--- src/rtl/lbbc_pkg.sv ---
// Shared types, action codes and gamma curve for the LED breathing and blink controller.
package lbbc_pkg;

   typedef enum logic [1:0] {
      ACT_TICK  = 2'd0,
      ACT_BLINK = 2'd1,
      ACT_SLEEP = 2'd2,
      ACT_WAKE  = 2'd3
   } action_type;

   typedef struct packed {
      action_type  action;
      logic [31:0] time_ticks;
      logic [15:0] blink_length;
      logic [15:0] blink_ticks;
   } req_word_type;

   typedef struct packed {
      logic [9:0] pwm_duty;
      logic       event_led;
   } rsp_word_type;

   localparam logic [15:0] BREATH_PERIOD_RESET = 16'd2048;
   localparam logic [15:0] BLINK_PER_DEFAULT   = 16'd100;
   localparam logic [15:0] BLINK_PER_MIN       = 16'd2;
   localparam logic [15:0] BLINK_LEN_DEFAULT   = 16'd5;
   localparam logic [9:0]  DUTY_FULL           = 10'h3FF;
   localparam logic [7:0]  LEVEL_TOP           = 8'hFF;
   localparam int          TIME_W              = 32;
   localparam int          STEP_SHIFT          = 9;

   localparam logic [7:0] GAMMA_ROM [64] = '{
      8'd0,   8'd1,   8'd2,   8'd3,   8'd4,   8'd5,   8'd6,   8'd6,
      8'd7,   8'd8,   8'd9,   8'd10,  8'd11,  8'd12,  8'd13,  8'd15,
      8'd16,  8'd17,  8'd19,  8'd20,  8'd22,  8'd24,  8'd26,  8'd28,
      8'd30,  8'd32,  8'd34,  8'd37,  8'd39,  8'd42,  8'd45,  8'd48,
      8'd51,  8'd54,  8'd57,  8'd61,  8'd65,  8'd68,  8'd72,  8'd77,
      8'd81,  8'd86,  8'd91,  8'd96,  8'd101, 8'd107, 8'd112, 8'd118,
      8'd125, 8'd131, 8'd138, 8'd145, 8'd152, 8'd160, 8'd168, 8'd176,
      8'd185, 8'd194, 8'd203, 8'd213, 8'd223, 8'd234, 8'd244, 8'd255
   };

endpackage

--- src/rtl/led_breathing_and_blink_controller.sv ---
// Breathing system LED with gamma curve and counted event LED blink, one result per word.
// Tick word: 32 bit-serial divide steps, then the update, then the load into the output register.
// Blink, sleep and wakeup words: state updated on accept, then the load into the output register.
// One word at a time; the next word is taken as soon as the result sits in the output register,
// so a stalled result that blocks the load also holds off the next word.
// Synchronous active-high reset returns all LED state and the breathing period to defaults.
module led_breathing_and_blink_controller (
   input  logic                  clock,
   input  logic                  reset,
   input  logic                  req_valid,
   output logic                  req_ready,
   input  lbbc_pkg::req_word_type req_word,
   output logic                  rsp_valid,
   input  logic                  rsp_ready,
   output lbbc_pkg::rsp_word_type rsp_word,
   input  logic                  csr_valid,
   output logic                  csr_ready,
   input  logic [15:0]           csr_wdata
);
   import lbbc_pkg::*;

   typedef enum logic [3:0] {
      ST_IDLE   = 4'b0001,
      ST_RUN    = 4'b0010,
      ST_UPDATE = 4'b0100,
      ST_FINISH = 4'b1000
   } state_type;

   state_type    state_ff, state_in;
   logic [4:0]   count_ff, count_in;
   logic [31:0]  time_sr_ff, time_sr_in;
   logic [6:0]   spc_div_ff, spc_div_in, spc_rem_ff, spc_rem_in;
   logic [15:0]  per_div_ff, per_div_in, per_rem_ff, per_rem_in;
   logic [14:0]  half_div_ff, half_div_in, half_rem_ff, half_rem_in;
   logic         half_q_ff, half_q_in;

   logic [15:0]  period_ff, period_in;
   logic         breathing_ff, breathing_in;
   logic [7:0]   level_ff, level_in;
   logic         rising_ff, rising_in;
   logic [9:0]   duty_ff, duty_in;
   logic [15:0]  blinks_ff, blinks_in;
   logic [15:0]  blink_per_ff, blink_per_in;
   logic         event_ff, event_in;

   logic         rsp_valid_ff, rsp_valid_in;
   rsp_word_type rsp_word_ff, rsp_word_in;

   // divide step datapath
   logic [7:0]   spc_trial, spc_diff;
   logic [16:0]  per_trial, per_diff;
   logic [15:0]  half_trial, half_diff;
   logic         spc_ge, per_ge, half_ge;

   // divisor setup
   logic [6:0]   spc_raw;
   logic [15:0]  per_eff;
   logic [14:0]  half_raw;

   // gamma interpolation
   logic [1:0]   frac;
   logic [2:0]   weight_lo;
   logic [8:0]   level_inc;
   logic [7:0]   gamma_lo, gamma_hi;
   logic [10:0]  part_lo, part_hi, gamma_sum;
   logic [9:0]   gamma_duty;
   logic [7:0]   level_step;
   logic         do_step;

   assign req_ready = (state_ff == ST_IDLE);
   assign csr_ready = 1'b1;
   assign rsp_valid = rsp_valid_ff;
   assign rsp_word  = rsp_word_ff;

   assign spc_trial  = {spc_rem_ff, time_sr_ff[TIME_W-1]};
   assign spc_diff   = spc_trial - {1'b0, spc_div_ff};
   assign spc_ge     = (spc_trial >= {1'b0, spc_div_ff});
   assign per_trial  = {per_rem_ff, time_sr_ff[TIME_W-1]};
   assign per_diff   = per_trial - {1'b0, per_div_ff};
   assign per_ge     = (per_trial >= {1'b0, per_div_ff});
   assign half_trial = {half_rem_ff, time_sr_ff[TIME_W-1]};
   assign half_diff  = half_trial - {1'b0, half_div_ff};
   assign half_ge    = (half_trial >= {1'b0, half_div_ff});

   assign spc_raw  = period_ff[15:STEP_SHIFT];
   assign per_eff  = (blink_per_ff == 16'd0) ? 16'd1 : blink_per_ff;
   assign half_raw = per_eff[15:1];

   assign frac      = level_ff[1:0];
   assign weight_lo = 3'd4 - {1'b0, frac};
   assign level_inc = {1'b0, level_ff} + 9'd1;
   assign gamma_lo  = GAMMA_ROM[level_ff[7:2]];
   assign gamma_hi  = GAMMA_ROM[level_inc[7:2]];
   assign part_lo   = {3'd0, gamma_lo} * {8'd0, weight_lo};
   assign part_hi   = {3'd0, gamma_hi} * {9'd0, frac};
   assign gamma_sum = part_lo + part_hi;

   always_comb begin
      if (level_ff == 8'd0) begin
         gamma_duty = 10'd0;
      end else if (level_ff == LEVEL_TOP) begin
         gamma_duty = DUTY_FULL;
      end else begin
         gamma_duty = gamma_sum[9:0];
      end
   end

   assign do_step    = breathing_ff && (spc_rem_ff == 7'd0);
   assign level_step = rising_ff ? (level_ff + 8'd1) : (level_ff - 8'd1);

   always_comb begin
      state_in     = state_ff;
      count_in     = count_ff;
      time_sr_in   = time_sr_ff;
      spc_div_in   = spc_div_ff;
      spc_rem_in   = spc_rem_ff;
      per_div_in   = per_div_ff;
      per_rem_in   = per_rem_ff;
      half_div_in  = half_div_ff;
      half_rem_in  = half_rem_ff;
      half_q_in    = half_q_ff;
      period_in    = period_ff;
      breathing_in = breathing_ff;
      level_in     = level_ff;
      rising_in    = rising_ff;
      duty_in      = duty_ff;
      blinks_in    = blinks_ff;
      blink_per_in = blink_per_ff;
      event_in     = event_ff;
      rsp_word_in  = rsp_word_ff;
      rsp_valid_in = rsp_valid_ff && !rsp_ready;

      if (csr_valid) begin
         period_in = csr_wdata;
      end

      unique case (state_ff)
         ST_IDLE: begin
            if (req_valid) begin
               unique case (req_word.action)
                  ACT_TICK: begin
                     time_sr_in  = req_word.time_ticks;
                     spc_div_in  = (spc_raw == 7'd0) ? 7'd1 : spc_raw;
                     per_div_in  = per_eff;
                     half_div_in = (half_raw == 15'd0) ? 15'd1 : half_raw;
                     spc_rem_in  = '0;
                     per_rem_in  = '0;
                     half_rem_in = '0;
                     count_in    = '0;
                     state_in    = ST_RUN;
                  end
                  ACT_BLINK: begin
                     blinks_in = (req_word.blink_length == 16'd0) ?
                                 BLINK_LEN_DEFAULT : req_word.blink_length;
                     if (req_word.blink_ticks == 16'd0) begin
                        blink_per_in = BLINK_PER_DEFAULT;
                     end else if (req_word.blink_ticks < BLINK_PER_MIN) begin
                        blink_per_in = BLINK_PER_MIN;
                     end else begin
                        blink_per_in = req_word.blink_ticks;
                     end
                     state_in = ST_FINISH;
                  end
                  ACT_SLEEP: begin
                     blinks_in    = '0;
                     event_in     = 1'b0;
                     breathing_in = 1'b0;
                     duty_in      = '0;
                     state_in     = ST_FINISH;
                  end
                  ACT_WAKE: begin
                     level_in     = '0;
                     breathing_in = 1'b1;
                     state_in     = ST_FINISH;
                  end
                  default: state_in = ST_IDLE;
               endcase
            end
         end
         ST_RUN: begin
            // one quotient bit per cycle, time shifted in MSB first
            time_sr_in  = {time_sr_ff[TIME_W-2:0], 1'b0};
            spc_rem_in  = spc_ge  ? spc_diff[6:0]   : spc_trial[6:0];
            per_rem_in  = per_ge  ? per_diff[15:0]  : per_trial[15:0];
            half_rem_in = half_ge ? half_diff[14:0] : half_trial[14:0];
            half_q_in   = half_ge;
            count_in    = count_ff + 5'd1;
            if (count_ff == 5'(TIME_W - 1)) begin
               state_in = ST_UPDATE;
            end
         end
         ST_UPDATE: begin
            if (do_step) begin
               duty_in  = gamma_duty;
               level_in = level_step;
               if (level_step == 8'd0 || level_step == LEVEL_TOP) begin
                  rising_in = !rising_ff;
               end
            end
            event_in = (blinks_ff != 16'd0) && !half_q_ff;
            if (per_rem_ff == 16'd0 && blinks_ff != 16'd0) begin
               blinks_in = blinks_ff - 16'd1;
            end
            state_in = ST_FINISH;
         end
         ST_FINISH: begin
            // hold until the output register is free
            if (!rsp_valid_ff || rsp_ready) begin
               rsp_word_in.pwm_duty  = duty_ff;
               rsp_word_in.event_led = event_ff;
               rsp_valid_in          = 1'b1;
               state_in              = ST_IDLE;
            end
         end
         default: state_in = ST_IDLE;
      endcase
   end

   always_ff @(posedge clock) begin
      if (reset) begin
         state_ff     <= ST_IDLE;
         count_ff     <= '0;
         rsp_valid_ff <= 1'b0;
         period_ff    <= BREATH_PERIOD_RESET;
         breathing_ff <= 1'b1;
         level_ff     <= '0;
         rising_ff    <= 1'b1;
         duty_ff      <= '0;
         blinks_ff    <= '0;
         blink_per_ff <= BLINK_PER_DEFAULT;
         event_ff     <= 1'b0;
      end else begin
         state_ff     <= state_in;
         count_ff     <= count_in;
         rsp_valid_ff <= rsp_valid_in;
         period_ff    <= period_in;
         breathing_ff <= breathing_in;
         level_ff     <= level_in;
         rising_ff    <= rising_in;
         duty_ff      <= duty_in;
         blinks_ff    <= blinks_in;
         blink_per_ff <= blink_per_in;
         event_ff     <= event_in;
      end
   end

   always_ff @(posedge clock) begin
      time_sr_ff  <= time_sr_in;
      spc_div_ff  <= spc_div_in;
      spc_rem_ff  <= spc_rem_in;
      per_div_ff  <= per_div_in;
      per_rem_ff  <= per_rem_in;
      half_div_ff <= half_div_in;
      half_rem_ff <= half_rem_in;
      half_q_ff   <= half_q_in;
      rsp_word_ff <= rsp_word_in;
   end

endmodule

--- config.mk ---
export PLATFORM = sky130hd
export DESIGN_NAME = led_breathing_and_blink_controller
export DESIGN_NICKNAME = d
export VERILOG_FILES = /design/src/rtl/lbbc_pkg.sv /design/src/rtl/led_breathing_and_blink_controller.sv
export SDC_FILE = /design/constraint.sdc
export NUM_CORES = 1
export LEC_CHECK = 0
export ABC_CLOCK_PERIOD_IN_PS = 7000
export BUFFER_PORTS_ARGS = -buffer_cell sky130_fd_sc_hd__buf_2
export CAP_MARGIN = 15
export CORE_ASPECT_RATIO = 0.7
export CORE_MARGIN = 5
export CORE_UTILIZATION = 61
export DETAILED_ROUTE_END_ITERATION = 8
export GPL_ROUTABILITY_DRIVEN = 1
export MAX_ROUTING_LAYER = met4
export PLACE_DENSITY = 0.77
export SLEW_MARGIN = 40
export SYNTH_ARGS = -nofsm -noshare
export SYNTH_HDL_FRONTEND = slang
export SYNTH_SLANG_ARGS = --single-unit
--- constraint.sdc ---
create_clock -name clock -period 7 [get_ports clock]
set_input_delay 1.4 -clock clock [delete_from_list [all_inputs] [get_ports clock]]
set_output_delay 1.4 -clock clock [all_outputs]
set_load 0.03 [all_outputs]
==> results of run 1 <==
## critical path, stage by stage (launching register included)
cell	delay, ns
sky130_fd_sc_hd__dfxtp_1	0.69
sky130_fd_sc_hd__inv_2	0.20
sky130_fd_sc_hd__xnor2_1	0.50
sky130_fd_sc_hd__inv_2	0.09
sky130_fd_sc_hd__ha_1	0.42
sky130_fd_sc_hd__nor2_1	0.26
sky130_fd_sc_hd__o21ai_0	0.14
sky130_fd_sc_hd__a311o_1	0.37
sky130_fd_sc_hd__o21ai_1	0.11
sky130_fd_sc_hd__nand2_1	0.10
sky130_fd_sc_hd__fa_1	0.50
sky130_fd_sc_hd__fa_1	0.56
sky130_fd_sc_hd__inv_1	0.06
sky130_fd_sc_hd__fa_1	0.57
sky130_fd_sc_hd__inv_1	0.07
sky130_fd_sc_hd__fa_1	0.46
sky130_fd_sc_hd__nor2b_1	0.13
sky130_fd_sc_hd__o21ai_1	0.09
sky130_fd_sc_hd__a21oi_1	0.25
sky130_fd_sc_hd__a211oi_1	0.10
sky130_fd_sc_hd__or4_1	0.52
sky130_fd_sc_hd__a21o_1	0.16
sky130_fd_sc_hd__a22o_1	0.17
## area by class of cell
cell class	instances	area share
well taps	276	0.02491
clock buffers	23	0.03764
inverters	99	0.02690
flip-flops and latches	190	0.3610
diodes	1	0.0001805
repair buffers	114	0.04576
clock inverters	9	0.006589
multi-input cells	1049	0.4970
## cell families after synthesis
group                    Yosys count
adder cells (fa/ha/maj)           98
AO/OA/AOI/OAI                    313
buffers and inverters            196
other                              1
AND/OR/NAND/NOR                  546
flip-flops                       190
XOR/XNOR                          56
multiplexers                      35
## through the flow
stage	hold WS (ns)	instance area (µm²)
final	0.4364	13860
after CTS	0.4342	13850
after detailed placement	0.4133	13240
after global routing	0.4486	13860
after global placement	0.4117	13220
after floorplan	0.4081	12640
## cell usage in the layout, fill, tap and decap left out, types with 31 or more instances in the layout
master / count
sky130_fd_sc_hd__a21oi_1: 94
sky130_fd_sc_hd__nor2_1: 130
sky130_fd_sc_hd__buf_2: 90
sky130_fd_sc_hd__dfxtp_1: 70
sky130_fd_sc_hd__nor3_1: 40
sky130_fd_sc_hd__nand2_1: 220
sky130_fd_sc_hd__edfxtp_1: 120
sky130_fd_sc_hd__xnor2_1: 39
sky130_fd_sc_hd__ha_1: 75
sky130_fd_sc_hd__inv_1: 85
sky130_fd_sc_hd__o21ai_0: 31
## power breakdown
part           internal [µW]  switching [µW]
Clock                    569             430
Combinational            151             249
Sequential              1250            37.4
Total                   1970             717
## registers in the layout, summed over array words and instances (netlist names)
| name | cells |
|---|---|
| blink_per_ff | 16 |
| blinks_ff | 16 |
| breathing_ff | 1 |
| count_ff | 5 |
| duty_ff | 10 |
| event_ff | 1 |
| half_div_ff | 15 |
| half_q_ff | 1 |
| half_rem_ff | 15 |
| level_ff | 8 |
| per_div_ff | 16 |
| per_rem_ff | 16 |
| period_ff | 7 |
| rising_ff | 1 |
| rsp_valid | 1 |
| rsp_word | 11 |
| spc_div_ff | 7 |
| spc_rem_ff | 7 |
| state_ff | 4 |
| time_sr_ff | 32 |
## routing by layer
layer | wire length (µm) | vias to the layer above
li1 | - | 5143
met1 | 14820 | 4869
met2 | 12190 | 420
met3 | 2602 | 24
met4 | 291 | 0
met5 | 0 | -
## worst min path at each step
| stage | slack (ns) | cells past startpoint | end |
|---|---|---|---|
| 2_1_floorplan | 0.41 | 0 | rsp_word[1] |
| 3_3_place_gp | 0.41 | 0 | rsp_word[3] |
| 3_5_place_dp | 0.41 | 0 | rsp_word[1] |
| 4_1_cts | 0.43 | 0 | rsp_word[8] |
| 5_1_grt | 0.45 | 0 | rsp_word[5] |
| 6_report | 0.44 | 0 | rsp_word[8] |
==> insert_results.sql, run 1 <==
INSERT INTO impl_metrics (metric_group, metric, value, unit) VALUES
('setup_path', 'critPathMaxFanout', '14', ''),
('synth', 'syn_area_per_cell', '8.807', 'µm²'),
('outcome', 'status', 'complete, no violations', ''),
('finish', 'finish.utilization', '0.6751', ''),
('setup_path', 'crit_required', '7.33', 'ns'),
('drt', 'ant_nets', '0', ''),
('timing', 'rsz0062_at_grt', 'false', ''),
('die', 'initial_utilization', '0.6155', ''),
('drt', 'viasPerCell', '5.938', ''),
('placement', 'place.detailed.instances', '1728', ''),
('synth', 'synth-edff-count', '120', ''),
('placement', 'io_buffer_count', '90', ''),
('timing', 'hold_viol_final', '0', ''),
('timing', 'worst_slew_pin_slew', '0.8353', 'ns'),
('clocking', 'ctsLongestPathBuffers', '2', ''),
('grt', 'antenna_violations_before_repair', '1', ''),
('timing', 'min_clock_period_post_route', '6.642', 'ns'),
('timing', 'maxSlewHeadroom', '0.4432', ''),
('finish', 'final-seq-area', '5005', 'µm²'),
('synth', 'synth.net_count', '1620', ''),
('pwr', 'vdd.ir_drop.worst', '167.9', 'µV'),
('timing', 'maxClockFrequency', '150.6', 'MHz'),
('clocking', 'post_cts.repair.setup_buffers', '0', ''),
('grt', 'grt_use_met2', '0.3511', ''),
('die', 'fp.dieH', '130.4', 'µm'),
('grt', 'fraction_of_met3_tracks_used_by_global_routing', '0.05589', ''),
('clocking', 'clkLatencyLatePin', '0.44', 'ns'),
('synth', 'synth.yosys.seq_area_share', '0.3960', ''),
('synth', 'post_synth_fa_ha_maj_area_fraction', '0.1107', ''),
('pwr', 'power.density', '194.0', 'nW/µm²'),
('drt', 'wl_per_cell', '16.98', 'µm'),
('clocking', 'cts-hold-fix-buffers', '0', ''),
('die', 'fp.dieW', '182.0', 'µm'),
('setup_path', 'cp-end-kind', 'flop', ''),
('setup_path', 'reg2reg_to', 'duty_ff[9]', ''),
('timing', 'skew', '0.01047', 'ns'),
('synth', 'yosysMostFrequentCell', 'sky130_fd_sc_hd__nand2_1', ''),
('die', 'placement_rows', '44', ''),
('synth', 'netlist_top_cells_area', 'sky130_fd_sc_hd__edfxtp_1 (29%), sky130_fd_sc_hd__dfxtp_1 (11%), sky130_fd_sc_hd__ha_1 (7.4%), sky130_fd_sc_hd__nand2_1 (6.6%), sky130_fd_sc_hd__nor2_1 (3.9%)', ''),
('grt', 'grt.overflow.total', '0', ''),
('setup_path', 'rr_startpoint', 'level_ff[3]', ''),
('hold_path', 'hp-start', 'duty_ff[7]', ''),
('drt', 'dr_total_vias', '10456', ''),
('die', 'core_area', '20530', 'µm²'),
('die', 'die_footprint', '23740', 'µm²'),
('synth', 'yosys_warnings', '0', ''),
('setup_path', 'timing.critical_path.from', 'level_ff[3]', ''),
('finish', 'layoutNonFillerInstCount', '1761', ''),
('grt', 'grt_start_max_net_pins', '71', ''),
('grt', 'grt.total_usage', '0.2588', ''),
('finish', 'area_occupied_by_multi_input_gates', '6889', 'µm²'),
('clocking', 'cts_root_buffer', 'sky130_fd_sc_hd__clkbuf_16', ''),
('pwr', 'leakage', '0.005792', 'µW'),
('clocking', 'cts_buffer_count', '17', ''),
('synth', 'synthDistinctLibCells', '82', ''),
('synth', 'synth_top_cells_by_count', 'sky130_fd_sc_hd__nand2_1 (221), sky130_fd_sc_hd__nor2_1 (130), sky130_fd_sc_hd__edfxtp_1 (120)', ''),
('clocking', 'tritoncts', 'done', ''),
('synth', 'simple_gate_portion_of_the_synthesized_area', '0.2006', ''),
('drt', 'drt_pre_antenna_iters', '5', ''),
('grt', 'grt_util_met1', '0.3994', ''),
('clocking', 'numClockSinks', '190', ''),
('finish', 'fin_nets', '1656', ''),
('hold_path', 'hp-class', 'flop to flop', ''),
('setup_path', 'crit_type', 'flop to flop', ''),
('placement', 'dp_hpwl', '21790', 'µm'),
('finish', 'final_layout_size_suffix_gt1_frac', '0.1193', ''),
('run', 'timing.max_cap.violations', '0', ''),
('synth', 'synth-async-reset-ratio', '0', ''),
('synth', 'netlist_instances', '1435', ''),
('drt', 'detail_route.wirelength', '29900', 'µm'),
('clocking', 'cts_max_level', '4', '');
Power figures use the tool's default switching activity.
==> inputs of run 2 (changes only) <==
- CORE_UTILIZATION: 61 -> 63
- CTS_BUF_LIST: unset -> sky130_fd_sc_hd__clkbuf_8
- PLACE_DENSITY: 0.77 -> unset
- PLACE_DENSITY_LB_ADDON: unset -> 0.2
==> run 2 against run 1 <==
Sequential share of layout area increased by 0.47 points. Final area decreased by 1.3%. Final cell count fell by 0.57%. Routed wire length up 1.6%. Count of clock-buffer cells in the layout decreased by 6. Global-route usage up 1.5 points. Utilization up 1.8 points. Total power shrank 8.7%. Register-to-register slack improved by 0.15 ns. Non-clock buffer count fell by 3. Critical path depth down 1. Combinational power is essentially flat. Critical path type unchanged. Critical endpoint unchanged.
==> insert_results.sql, run 2 (synthesized netlist as in run 1, its figures left out) <==
INSERT INTO impl_metrics (metric_group, metric, value, unit) VALUES
('grt', 'grt_start_max_net_pins', '74', ''),
('grt', 'grt_pass1_vias', '9855', ''),
('finish', 'leading_cell_type_in_the_layout_fill_and_taps_excluded', 'sky130_fd_sc_hd__nand2_1', ''),
('clocking', 'cts_max_level', '4', ''),
('grt', 'grt.total_usage', '0.2742', ''),
('placement', 'globalplace.congestion', '0.9897', ''),
('die', 'die_footprint', '23040', 'µm²'),
('pwr', 'internal-power', '1687', 'µW'),
('grt', 'grt_pass1_wl', '49820', 'µm'),
('die', 'fp.dieH', '128.5', 'µm'),
('clocking', 'clk_pin_slew_worst_paths', '0.11', 'ns'),
('pwr', 'combinationalPowerShare', '0.164', ''),
('finish', 'final-seq-area', '5005', 'µm²'),
('timing', 'setup_ws', '0.5123', 'ns'),
('clocking', 'cts_root_buffer', 'sky130_fd_sc_hd__clkbuf_8', ''),
('finish', 'largest_register_ff_count', '32', ''),
('pwr', 'share_seq_of_total_power', '0.525', ''),
('pwr', 'share_clk_of_total_power', '0.311', ''),
('timing', 'skew', '0.02505', 'ns'),
('clocking', 'numClockSinks', '190', ''),
('grt', 'grt.overflow.total', '0', ''),
('timing', 'fin_crit_sh', '0.9268', ''),
('pwr', 'netSwitchingFraction', '0.3126', ''),
('setup_path', 'critPathMaxFanout', '12', ''),
('finish', 'final_layout_size_suffix_gt1_frac', '0.1202', ''),
('finish', 'post-route-cell-area', '13680', 'µm²'),
('setup_path', 'crit_required', '7.37', 'ns'),
('finish', 'antenna_cells_inserted', '0', ''),
('finish', 'reg_with_most_ffs', 'time_sr_ff', ''),
('placement', 'placement_setup_slack', '0.6111', 'ns'),
('drt', 'drt_pre_antenna_iters', '5', ''),
('run', 'timing.max_cap.violations', '0', ''),
('finish', 'layoutNonFillerInstCount', '1751', ''),
('finish', 'layout_common_cells', 'sky130_fd_sc_hd__nand2_1 (221), sky130_fd_sc_hd__nor2_1 (130), sky130_fd_sc_hd__edfxtp_1 (120), sky130_fd_sc_hd__a21oi_1 (93), sky130_fd_sc_hd__buf_2 (90)', ''),
('pwr', 'total_switching_power', '767.2', 'µW'),
('grt', 'antenna_violations_before_repair', '0', ''),
('timing', 'maxSlewHeadroom', '0.4738', ''),
('placement', 'place.detailed.instances', '1719', ''),
('timing', 'final.setup.tns', '0', 'ns'),
('clocking', 'tritoncts', 'done', ''),
('timing', 'worst_slew_pin_slew', '0.7833', 'ns'),
('timing', 'hold_viol_final', '0', ''),
('finish', 'area_occupied_by_multi_input_gates', '6904', 'µm²'),
('die', 'core_area', '19750', 'µm²'),
('drt', 'viasPerCell', '6.088', ''),
('die', 'num_io_pins', '101', ''),
('pwr', 'power.density', '179.4', 'nW/µm²'),
('clocking', 'cts_buffer_count', '17', ''),
('drt', 'ant_nets', '0', ''),
('die', 'placement_rows', '43', ''),
('setup_path', 'crit_type', 'flop to flop', ''),
('pwr', 'leakage', '0.005701', 'µW'),
('finish', 'area.growth.synth_to_final', '8.266', '%'),
('placement', 'dpl-instance-area', '13240', 'µm²'),
('drt', 'number_of_design_rule_violations_left_after_detail_routing', '0', ''),
('clocking', 'cts-hold-fix-buffers', '0', ''),
('clocking', 'ctsLongestPathBuffers', '2', ''),
('drt', 'wl_per_cell', '17.35', 'µm'),
('timing', 'rsz0062_at_grt', 'false', ''),
('drt', 'dr_total_vias', '10660', ''),
('hold_path', 'hp-class', 'flop to flop', ''),
('setup_path', 'cp.arrival', '6.86', 'ns'),
('timing', 'maxClockFrequency', '154.1', 'MHz'),
('clocking', 'post_cts.resized_instances', '0', ''),
('drt', 'dr.first_iter.drc_count', '1239', ''),
('timing', 'finalMaxSlewViolations', '0', ''),
('placement', 'dp_hpwl', '22120', 'µm'),
('outcome', 'status', 'complete, no violations', ''),
('die', 'fp.dieW', '179.3', 'µm'),
('setup_path', 'cp-end-kind', 'flop', ''),
('timing', 'min_clock_period_post_route', '6.488', 'ns'),
('setup_path', 'timing.critical_path.from_type', 'flop', ''),
('die', 'initial_utilization', '0.6401', ''),
('pwr', 'vdd.ir_drop.worst', '150.8', 'µV'),
('clocking', 'clkLatencyLatePin', '0.48', 'ns'),
('finish', 'fin_nets', '1653', ''),
('timing', 'setup_viol', '0', ''),
('drt', 'detail_route.wirelength', '30370', 'µm'),
('placement', 'io_buffer_count', '90', ''),
('finish', 'final.fill_count', '1603', ''),
('clocking', 'post_cts.repair.setup_buffers', '0', '');
-- run 2: cell types whose count changed in the layout (fill, tap and decap cells not counted), sizes merged --
| cell | change |
|---|---|
| inv | +4 |
| diode | -1 |
| buf | -3 |
| clkinvlp | -1 |
| clkbuf | -6 |
| clkinv | +4 |
| bufinv | -1 |
-- run 2: power by group through the flow --
stage / Combinational [µW] / Clock (µW) / Sequential, µW
after floorplan: 293 / 0 / 1310
after global placement: 383 / 0 / 1310
after detailed placement: 394 / 0 / 1310
after CTS: 398 / 770 / 1290
after global routing: 449 / 818 / 1290
final: 403 / 764 / 1290
-- run 2: final cells by class --
class | instances | share of cell area
Inverter | 99 | 0.02734
Tap cell | 270 | 0.02469
Clock inverter | 15 | 0.01490
Timing Repair Buffer | 111 | 0.04563
Clock buffer | 17 | 0.01710
Sequential cell | 190 | 0.3658
Multi-Input combinational cell | 1049 | 0.5046
-- run 2: metrics by stage --
stage,power (µW),hold slack [ns],utilization
final,2454,0.4427,0.6930
after global routing,2560,0.4556,0.6930
after CTS,2455,0.4469,0.6925
after detailed placement,1705,0.4160,0.6703
after global placement,1693,0.4121,0.6688
after floorplan,1601,0.4081,-
-- run 2: final timing paths --
kind               startpoint          end  slack (ns)  depth (start not counted)
setup / recovery  level_ff[1]   duty_ff[9]        0.51                         21
hold / removal     duty_ff[2]  rsp_word[3]        0.44                          0
setup reg to reg  level_ff[1]   duty_ff[9]        0.51                         21
hold reg to reg    duty_ff[2]  rsp_word[3]        0.44                          0
-- run 2: worst max-delay path, stage by stage (launching register included) --
cell and delay, ns:
sky130_fd_sc_hd__dfxtp_1 0.61, sky130_fd_sc_hd__ha_1 0.29, sky130_fd_sc_hd__nand2_1 0.21, sky130_fd_sc_hd__xnor2_1 0.55, sky130_fd_sc_hd__o21ai_1 0.35, sky130_fd_sc_hd__o22ai_1 0.25, sky130_fd_sc_hd__o22ai_1 0.12, sky130_fd_sc_hd__a22oi_1 0.28
sky130_fd_sc_hd__nand2_1 0.12, sky130_fd_sc_hd__fa_1 0.53, sky130_fd_sc_hd__fa_1 0.55, sky130_fd_sc_hd__inv_1 0.06, sky130_fd_sc_hd__fa_1 0.56, sky130_fd_sc_hd__inv_1 0.06, sky130_fd_sc_hd__fa_1 0.46, sky130_fd_sc_hd__nor2b_1 0.13
sky130_fd_sc_hd__o21ai_1 0.09, sky130_fd_sc_hd__a21oi_1 0.23, sky130_fd_sc_hd__a211oi_1 0.10, sky130_fd_sc_hd__or4_1 0.53, sky130_fd_sc_hd__a21o_1 0.17, sky130_fd_sc_hd__a22o_1 0.16
-- run 2: per-layer routing --
metal / global-route usage / vias up / wire [µm]
met2: 0.3741 / 522 / 12420
li1: - / 5121 / -
met5: - / - / 0
met1: 0.4241 / 4983 / 14520
met4: 0.04611 / 0 / 362
met3: 0.06021 / 34 / 3072
==> inputs of run 3 (changes only) <==
- ABC_CLOCK_PERIOD_IN_PS: 7000 -> unset
- CORE_UTILIZATION: 63 -> 59
==> run 3 against run 2 <==
First-iteration DRC count fell by 2.6%. Combinational power barely moved. Via count fell by 0.98%. Sequential share of layout area fell by 0.091 points. Highest routed layer unchanged.
==> insert_results.sql, run 3 (synthesized netlist as in run 1, its figures left out) <==
INSERT INTO impl_metrics (metric_group, metric, value, unit) VALUES
('timing', 'skew', '0.02060', 'ns'),
('setup_path', 'timing.critical_path.from_type', 'flop', ''),
('pwr', 'combinationalPowerShare', '0.161', ''),
('clocking', 'post_cts.resized_instances', '0', ''),
('pwr', 'share_clk_of_total_power', '0.321', ''),
('drt', 'drt_pre_antenna_iters', '5', ''),
('finish', 'antenna_cells_inserted', '0', ''),
('finish', 'fin_nets', '1658', ''),
('clocking', 'cts_buffer_count', '17', ''),
('timing', 'final.setup.tns', '0', 'ns'),
('grt', 'gr-max-usage-layer', 'met1', ''),
('drt', 'detail_route.wirelength', '30480', 'µm'),
('setup_path', 'rr_startpoint', 'level_ff[3]', ''),
('grt', 'fraction_of_met3_tracks_used_by_global_routing', '0.05103', ''),
('finish', 'area.growth.synth_to_final', '8.564', '%'),
('finish', 'final-seq-area', '5006', 'µm²'),
('grt', 'grt_pass1_wl', '49710', 'µm'),
('pwr', 'vdd.ir_drop.worst', '202.1', 'µV'),
('timing', 'rsz0062_at_grt', 'false', ''),
('setup_path', 'timing.critical_path.from', 'level_ff[3]', ''),
('die', 'fp.dieW', '184.9', 'µm'),
('finish', 'area_occupied_by_multi_input_gates', '6909', 'µm²'),
('die', 'num_io_pins', '101', ''),
('placement', 'io_buffer_count', '90', ''),
('timing', 'min_clock_period_post_route', '6.494', 'ns'),
('pwr', 'total_switching_power', '691.9', 'µW'),
('clocking', 'tritoncts', 'done', ''),
('die', 'die_footprint', '24490', 'µm²'),
('placement', 'dp_hpwl', '22320', 'µm'),
('drt', 'viasPerCell', '5.990', ''),
('die', 'initial_utilization', '0.6041', ''),
('setup_path', 'worst_path_max_delay_cell', 'sky130_fd_sc_hd__dfxtp_1', ''),
('outcome', 'status', 'complete, no violations', ''),
('clocking', 'post_cts.repair.setup_buffers', '0', ''),
('setup_path', 'slowest_delay', '0.72', 'ns'),
('drt', 'ant_nets', '0', ''),
('timing', 'maxClockFrequency', '154.0', 'MHz'),
('timing', 'hold_viol_final', '0', ''),
('clocking', 'cts-hold-fix-buffers', '0', ''),
('run', 'timing.max_cap.violations', '0', ''),
('placement', 'placement_setup_slack', '0.6967', 'ns'),
('grt', 'grt.overflow.total', '0', ''),
('grt', 'grt_use_met2', '0.3343', ''),
('finish', 'largest_register_ff_count', '32', ''),
('setup_path', 'timing.critical_path.cells', 'inv_2 -> xnor2_1 -> buf_4 -> inv_2 -> ha_1 -> inv_1 -> nor3_1 -> a21oi_1 -> mux4_2 -> o41ai_1 -> a221o_1 -> nor2_1 -> fa_1 -> fa_1 -> inv_1 -> fa_1 -> inv_1 -> ha_1 -> nand2_1 -> a21oi_1 -> a211oi_1 -> or4_1 -> a21o_1 -> a22o_1', ''),
('setup_path', 'crit_required', '7.36', 'ns'),
('die', 'core_area', '20920', 'µm²'),
('timing', 'finalMaxSlewViolations', '0', ''),
('grt', 'grt_util_met1', '0.4035', ''),
('clocking', 'clkLatencyLatePin', '0.48', 'ns'),
('hold_path', 'hp-class', 'flop to flop', ''),
('setup_path', 'cp-end-kind', 'flop', ''),
('clocking', 'numClockSinks', '190', ''),
('drt', 'dr.first_iter.drc_count', '1207', ''),
('finish', 'final.fill_count', '1747', ''),
('die', 'fp.dieH', '132.5', 'µm'),
('grt', 'grt_pass1_vias', '9718', ''),
('die', 'placement_rows', '44', ''),
('timing', 'setup_ws', '0.5062', 'ns'),
('grt', 'grt_start_max_net_pins', '74', ''),
('drt', 'dr_total_vias', '10555', ''),
('finish', 'layout_common_cells', 'sky130_fd_sc_hd__nand2_1 (221), sky130_fd_sc_hd__nor2_1 (130), sky130_fd_sc_hd__edfxtp_1 (120), sky130_fd_sc_hd__a21oi_1 (93), sky130_fd_sc_hd__buf_2 (90)', ''),
('timing', 'maxSlewHeadroom', '0.4330', ''),
('pwr', 'power.density', '181.4', 'nW/µm²'),
('setup_path', 'crit_type', 'flop to flop', ''),
('clocking', 'cts_root_buffer', 'sky130_fd_sc_hd__clkbuf_8', ''),
('finish', 'reg_with_most_ffs', 'time_sr_ff', ''),
('grt', 'antenna_violations_before_repair', '0', ''),
('clocking', 'ctsLongestPathBuffers', '2', ''),
('timing', 'worst_slew_pin_slew', '0.8484', 'ns'),
('finish', 'leading_cell_type_in_the_layout_fill_and_taps_excluded', 'sky130_fd_sc_hd__nand2_1', ''),
('drt', 'number_of_design_rule_violations_left_after_detail_routing', '0', ''),
('clocking', 'cts_max_level', '4', ''),
('grt', 'grt.total_usage', '0.2554', ''),
('setup_path', 'cp.arrival', '6.85', 'ns'),
('hold_path', 'hp-start', 'duty_ff[8]', ''),
('placement', 'globalplace.congestion', '0.9478', ''),
('pwr', 'leakage', '0.005734', 'µW'),
('finish', 'final_layout_size_suffix_gt1_frac', '0.1238', ''),
('drt', 'wl_per_cell', '17.30', 'µm'),
('timing', 'setup_viol', '0', ''),
('pwr', 'internal-power', '1797', 'µW'),
('timing', 'fin_crit_sh', '0.9277', ''),
('pwr', 'share_seq_of_total_power', '0.517', ''),
('setup_path', 'critPathMaxFanout', '14', ''),
('clocking', 'clk_pin_slew_worst_paths', '0.11', 'ns'),
('pwr', 'netSwitchingFraction', '0.2780', '');
==> run 3: cell types whose count changed in the layout (fill, tap and decap cells not counted), moves of 2 or more <==
cell / change
sky130_fd_sc_hd__clkinv_2: +2
sky130_fd_sc_hd__bufinv_16: +4
sky130_fd_sc_hd__inv_6: +3
sky130_fd_sc_hd__clkinv_8: -6
sky130_fd_sc_hd__inv_12: -3
sky130_fd_sc_hd__buf_4: +6
==> run 3: final cells by class <==
class / count / share of cell area
Tap cell: 276 / 0.02517
Clock inverter: 15 / 0.01496
Inverter: 99 / 0.02708
Clock buffer: 17 / 0.01705
Sequential cell: 190 / 0.3649
Timing Repair Buffer: 116 / 0.04733
Multi-Input combinational cell: 1049 / 0.5036
==> run 3: through the flow <==
step	hold WS [ns]	util	total power [µW]	instances	cell area [µm²]
floorplan	0.4081	-	1601	1435	12640
global placement	0.4114	0.6328	1693	1729	13240
detailed placement	0.4173	0.6339	1706	1730	13260
CTS	0.4341	0.6548	2500	1762	13700
global route	0.4484	0.6559	2610	1762	13720
finish	0.4333	0.6559	2489	1762	13720
==> run 3: final timing paths <==
path,endpoint,slack [ns],depth (start not counted)
setup / recovery,duty_ff[9],0.51,24
hold / removal,rsp_word[9],0.43,0
setup reg to reg,duty_ff[9],0.51,24
hold reg to reg,rsp_word[9],0.43,0
==> run 3: power groups by stage <==
stage | combinational [µW] | clock (µW) | sequential (µW)
2_1_floorplan | 293 | 0 | 1310
3_3_place_gp | 382 | 0 | 1310
6_report | 401 | 800 | 1290
4_1_cts | 396 | 816 | 1290
3_5_place_dp | 393 | 0 | 1310
5_1_grt | 444 | 871 | 1290
==> run 3: layer usage <==
metal | share of wire | routed length (µm) | vias to the layer above
met4 | 0.0091 | 278 | 0
met2 | 0.41 | 12390 | 438
met3 | 0.091 | 2781 | 20
met1 | 0.49 | 15040 | 4952
li1 | - | - | 5145
met5 | 0 | 0 | -
==> run 3: worst max-delay path, delay by kind of cell (launching register included) <==
kind,cells,cell delay (ns)
muxes,1,0.47
buffers and inverters,6,0.73
and+or+nand+nor,4,0.87
AOI/OAI and AO/OA,7,1.11
xor gates and xnor gates,1,0.24
DFF,1,0.72
adders and majority gates,5,2.23
